===== src/rtl/ttlcpu_pkg.sv =====
// shared types, codes and a helper function for the ttl cpu cycle block
package ttlcpu_pkg;

   // default ram address width (32K or 64K ram)
   localparam int RAM_ADDR_BITS_DEF = 16;

   // address masks for the two memory modes, and the page mask for jumps
   localparam logic [15:0] MASK_32K  = 16'h7FFF;
   localparam logic [15:0] MASK_64K  = 16'hFFFF;
   localparam logic [15:0] PAGE_MASK = 16'hFF00;

   // bits of the out register
   localparam int HSYNC_BIT = 6;
   localparam int VSYNC_BIT = 7;

   // item kinds
   localparam logic CMD_TICK  = 1'b0;
   localparam logic CMD_HOST  = 1'b1;

   // alu / instruction codes, ir[7:5]
   localparam logic [2:0] INS_LD  = 3'd0;
   localparam logic [2:0] INS_AND = 3'd1;
   localparam logic [2:0] INS_OR  = 3'd2;
   localparam logic [2:0] INS_XOR = 3'd3;
   localparam logic [2:0] INS_ADD = 3'd4;
   localparam logic [2:0] INS_SUB = 3'd5;
   localparam logic [2:0] INS_ST  = 3'd6;
   localparam logic [2:0] INS_JMP = 3'd7;

   // addressing modes, ir[4:2]
   localparam logic [2:0] MODE_D_AC    = 3'd0;
   localparam logic [2:0] MODE_X_AC    = 3'd1;
   localparam logic [2:0] MODE_YD_AC   = 3'd2;
   localparam logic [2:0] MODE_YX_AC   = 3'd3;
   localparam logic [2:0] MODE_D_X     = 3'd4;
   localparam logic [2:0] MODE_D_Y     = 3'd5;
   localparam logic [2:0] MODE_D_OUT   = 3'd6;
   localparam logic [2:0] MODE_YXI_OUT = 3'd7;

   // bus sources, ir[1:0]
   localparam logic [1:0] BUS_D   = 2'd0;
   localparam logic [1:0] BUS_RAM = 2'd1;
   localparam logic [1:0] BUS_AC  = 2'd2;
   localparam logic [1:0] BUS_IN  = 2'd3;

   // architectural register set
   typedef struct packed {
      logic [15:0] pc;
      logic [7:0]  ir;
      logic [7:0]  dr;
      logic [7:0]  ac;
      logic [7:0]  x;
      logic [7:0]  y;
      logic [7:0]  out;
      logic [7:0]  xout;
   } arch_type;

   // status flags of one executed item
   typedef struct packed {
      logic hsync_rise;
      logic vsync_fall;
   } flags_type;

   // 16-bit data address of an instruction, before the memory mode mask
   function automatic logic [15:0] agen(input logic [7:0] ir, input logic [7:0] dr,
                                        input logic [7:0] x, input logic [7:0] y);
      logic [7:0] lo;
      logic [7:0] hi;
      lo = dr;
      hi = 8'h00;
      if (ir[7:5] != INS_JMP) begin
         unique case (ir[4:2])
            MODE_X_AC:    lo = x;
            MODE_YD_AC:   hi = y;
            MODE_YX_AC:   begin
               lo = x;
               hi = y;
            end
            MODE_YXI_OUT: begin
               lo = x;
               hi = y;
            end
            default:      ;
         endcase
      end
      return {hi, lo};
   endfunction

endpackage


===== src/rtl/ttlcpu_exec.sv =====
// execute stage: decode, bus select, alu, register writes and next pc
module ttlcpu_exec
   import ttlcpu_pkg::*;
(
   input  arch_type   st,
   input  logic       cmd,
   input  logic [7:0] rom_instr,
   input  logic [7:0] rom_operand,
   input  logic [7:0] in_port,
   input  logic [7:0] host_data,
   input  logic [7:0] ram_rd,
   output arch_type   nx,
   output flags_type  flags,
   output logic       wr_en,
   output logic [7:0] wr_data
);

   logic [2:0] ins;
   logic [2:0] mode;
   logic [1:0] bus;
   logic       is_st;
   logic       is_jmp;
   logic [7:0] bval;
   logic [7:0] alu;
   logic [1:0] cond;
   logic       taken;
   arch_type   tk;

   assign ins    = st.ir[7:5];
   assign mode   = st.ir[4:2];
   assign bus    = st.ir[1:0];
   assign is_st  = (ins == INS_ST);
   assign is_jmp = (ins == INS_JMP);

   // bus source
   always_comb begin
      unique case (bus)
         BUS_D:   bval = st.dr;
         BUS_RAM: bval = is_st ? 8'h00 : ram_rd;
         BUS_AC:  bval = st.ac;
         BUS_IN:  bval = in_port;
         default: bval = st.dr;
      endcase
   end

   // alu
   always_comb begin
      unique case (ins)
         INS_LD:  alu = bval;
         INS_AND: alu = st.ac & bval;
         INS_OR:  alu = st.ac | bval;
         INS_XOR: alu = st.ac ^ bval;
         INS_ADD: alu = st.ac + bval;
         INS_SUB: alu = st.ac - bval;
         INS_ST:  alu = st.ac;
         default: alu = 8'h00 - st.ac;
      endcase
   end

   // branch condition from ac sign and zero
   assign cond  = {(st.ac == 8'h00), st.ac[7]};
   assign taken = ((({1'b0, mode} >> cond) & 4'd1) != 4'd0);

   // register writes and next pc for a clock tick
   always_comb begin
      tk    = st;
      tk.pc = st.pc + 16'd1;
      if (!is_jmp) begin
         unique case (mode)
            MODE_D_X:     tk.x = alu;
            MODE_D_Y:     tk.y = alu;
            MODE_D_OUT:   begin
               if (!is_st) tk.out = alu;
            end
            MODE_YXI_OUT: begin
               if (!is_st) tk.out = alu;
               tk.x = st.x + 8'd1;
            end
            default:      begin
               if (!is_st) tk.ac = alu;
            end
         endcase
      end else if (mode == MODE_D_AC) begin
         tk.pc = {st.y, bval};
      end else if (taken) begin
         tk.pc = (st.pc & PAGE_MASK) | {8'h00, bval};
      end
      tk.ir = rom_instr;
      tk.dr = rom_operand;
   end

   // item kind selects tick or host write
   always_comb begin
      nx               = st;
      flags.hsync_rise = 1'b0;
      flags.vsync_fall = 1'b0;
      wr_en            = 1'b1;
      wr_data          = host_data;
      if (cmd == CMD_TICK) begin
         nx               = tk;
         flags.hsync_rise = !st.out[HSYNC_BIT] && tk.out[HSYNC_BIT];
         flags.vsync_fall = st.out[VSYNC_BIT] && !tk.out[VSYNC_BIT];
         if (flags.hsync_rise) nx.xout = tk.ac;
         wr_en            = is_st && (bus != BUS_RAM);
         wr_data          = bval;
      end
   end

endmodule


===== config.mk =====
export PLATFORM = sky130hd
export DESIGN_NAME = ttlcpu_exec
export DESIGN_NICKNAME = d
export VERILOG_FILES = /design/src/rtl/ttlcpu_pkg.sv /design/src/rtl/ttlcpu_exec.sv
export SDC_FILE = /design/constraint.sdc
export NUM_CORES = 1
export LEC_CHECK = 0
export ABC_AREA = 1
export BUFFER_PORTS_ARGS = -buffer_cell sky130_fd_sc_hd__buf_2
export CORE_ASPECT_RATIO = 0.8
export CORE_UTILIZATION = 43
export DETAILED_ROUTE_END_ITERATION = 10
export GPL_TIMING_DRIVEN = 1
export PLACE_DENSITY = 0.87
export SETUP_SLACK_MARGIN = 0.02
export SYNTH_ARGS = -nofsm -noshare
export SYNTH_HDL_FRONTEND = slang
export SYNTH_SLANG_ARGS = --single-unit

===== constraint.sdc =====
create_clock -name vclk -period 3.6
set_clock_uncertainty 0.1 [all_clocks]
set_input_delay 0.36 -clock vclk [all_inputs]
set_output_delay 0.36 -clock vclk [all_outputs]
set_load 0.02 [all_outputs]

==> results.py <==
metrics = {
    "outcome": {
        "status": "finished, violations left",
        "violations": "setup timing",
    },
    "yosys": {
        "netlist_top_cells_area": "nand2_1 22%, o21ai_0 11%, ha_1 9.7%, inv_1 9.2%, nand3_1 5.2%",
        "synth_commonest_cells": "204 x nand2_1, 85 x inv_1, 75 x o21ai_0",
        "yosys_warnings": 0,
        "yosysTopAreaCell": "nand2_1",
        "synthDistinctLibCells": 46,
        "syn_inst": 661,
        "yosysMostFrequentCell": "nand2_1",
        "syn_avg_cell_area_um2": 5.27,
        "synthesis.area_um2": 3480,
        "ys_seq_area_share_pct": 0,
        "syn_nets": 802,
        "yosys.area.top_type_share_pct": 22.0,
    },
    "global_routing": {
        "grt_first_pass_wirelength_mm": 23.1,
        "grt_util_all_layers_pct": 34.9,
        "grt_max_degree": 64,
        "grt-ovfl-total": 0,
        "grt_pass1_vias": 4894,
        "antenna_found_initial": 0,
    },
    "placed_design": {
        "post-place-cells": 1025,
        "place_congestion": 0.980,
        "hpwl_mm": 12.2,
        "place_area_um2": 5260,
        "portBuffers": 196,
    },
    "layout": {
        "regArea_um2": 0,
        "nNetsFinal": 1079,
        "clock_buffers": 0,
        "diodes": 0,
        "design.seq.count": 0,
        "final_cells": 1041,
        "areaGrowthSynthToFinish_pct": 71.8,
        "drive_gt1_share_pct": 46.4,
        "fill_cells": 569,
        "final_util_pct": 78.7,
        "fin_area_um2": 5980,
    },
    "power_and_ir_drop": {
        "seqPwrFrac_pct": 0,
        "p_leak_nw": 3.29,
        "peakVddDrop_mv": 0.103,
        "swShare_pct": 56.8,
        "power_frac_comb_pct": 100.0,
        "switchingPower_uw": 665,
        "p_per_area_nw_per_um2": 196,
        "clkPwrFrac_pct": 0,
        "intPower_uw": 505,
    },
    "routing": {
        "ant_nets": 0,
        "routedWlPerCell_um": 16.2,
        "drt-pass1-iter-count": 5,
        "routed-via-count": 5780,
        "via_per_inst": 5.55,
        "finalWirelength_mm": 16.9,
        "drtIter0Drc": 396,
        "drc": 0,
    },
    "timing": {
        "min_period_over_period_pct": 106,
        "worstMarginPinSlew_ns": 0.720,
        "final-setup-viol-count": 20,
        "period_needed_ns": 3.82,
        "fmax_mhz": 262,
        "rsz0062_at_grt": "true",
        "relSlewSlack_pct": 52.0,
        "setup_tns_ns": -2.52,
        "timing.hold.ws_ns": 0.922,
        "final-hold-violation-count": 0,
        "timing.final.ws_setup_ns": -0.216,
        "maxSlewViolCount": 0,
    },
    "floorplanning": {
        "rows": 28,
        "start_util_pct": 45.8,
        "ios": 196,
        "dieArea_um2": 8460,
        "fp.dieW_um": 103,
        "core_um2": 7600,
        "fp.dieH_um": 82.5,
    },
    "critical_path": {
        "critPathKind": "input pin to output pin",
        "worst_ep_required_time_ns": 3.14,
        "worstPathArrival_ns": 3.36,
        "cp-end-kind": "output pin",
        "crit_path_start_kind": "input pin",
        "critPathLaunch": "st[54]",
        "worst-path-max-fanout": 5,
    },
    "flow_run": {
        "maxCapViolations": 0,
    },
    "hold_path": {
        "hold_start": "st[5]",
        "hp-class": "input pin to output pin",
    },
    "clock_tree": {
        "cts-hold-fix-buffers": 0,
    },
}
==> cell families after synthesis <==
family	count (synthesis)	synth area share [%]
simple gates	345	45.8
compound gates	151	24.7
xor+xnor	20	5.03
fa+ha+maj	28	10.3
buf+inv	114	13.3
mux	3	0.899
==> power groups by stage <==
stage / registers, mW / logic, mW / clock network (mW)
finish: 0 / 1.17 / 0
global route: 0 / 1.25 / 0
CTS: 0 / 1.02 / 0
detailed placement: 0 / 0.933 / 0
global placement: 0 / 0.921 / 0
floorplan: 0 / 0.533 / 0
==> critical path, stage by stage <==
cell	delay (ns)
buf_6	0.10
nand2_4	0.07
clkinv_4	0.06
nand2_8	0.08
buf_6	0.10
buf_6	0.11
nand3_4	0.06
nand2_2	0.08
nand2_4	0.06
nand3_2	0.06
nand2_2	0.08
xor2_1	0.15
ha_1	0.36
a21oi_2	0.16
nand2_2	0.09
nand2_2	0.07
nand2_2	0.06
a21oi_2	0.14
nand2_1	0.06
nand2_1	0.08
o211ai_1	0.11
nor2_2	0.22
nand2_2	0.11
nand3_4	0.15
buf_8	0.16
nand2_4	0.06
nand2_4	0.06
buf_6	0.10
==> cell usage in the layout, fill, tap and decap left out, types with 6 or more instances in the layout <==
cell type    n
a21oi_1     15
nand2_2     21
nand2_4     29
a21oi_2     10
o22ai_1      8
nor3_1      10
nand3_4      6
inv_2       12
o21ai_2     15
buf_6       34
a31oi_1      6
o21ai_0     53
nand3_1     34
nand3_2      7
nand2_1    174
buf_2      164
ha_1        22
nor2_2       8
nor2_1      37
o21ai_1     13
o211ai_1     8
xor2_1      19
buf_4       89
inv_1       78
==> worst paths after layout <==
kind,to,cells after the start
max,nx[7],28
min,nx[5],4
==> cell type report <==
| cell class | instances | area, um^2 | area share [%] |
|---|---|---|---|
| inverter | 98 | 395 | 6.61 |
| multi-input combinational | 547 | 3510 | 58.7 |
| tap | 105 | 131 | 2.20 |
| timing repair buffer | 291 | 1940 | 32.5 |
==> metal layers <==
layer / wire length, um / part of all wire (%) / up-vias / track usage [%]
met4: 534 / 3.2 / 0 / 8.00
met5: 0 / 0 / - / 0
met3: 1630 / 9.6 / 64 / 4.29
met2: 8170 / 48 / 362 / 64.3
met1: 6560 / 39 / 2617 / 43.1
li1: - / - / 2737 / -
==> per-stage QoR <==
stage / worst slack [ns] / total power, mW
2_1_floorplan: 0.0134 / 0.533
3_3_place_gp: -0.198 / 0.921
3_5_place_dp: -0.272 / 0.933
4_1_cts: -0.153 / 1.02
5_1_grt: -0.368 / 1.25
6_report: -0.216 / 1.17
==> timing repair <==
item	in CTS	in global routing
pin swaps	28	37
buffers inserted	10	8
resized for setup	89	89
cloned	0	0
hold endpoints to repair	0	0
endpoints found under the setup margin	35	38
No activity file was read; power rests on OpenSTA's default activity.
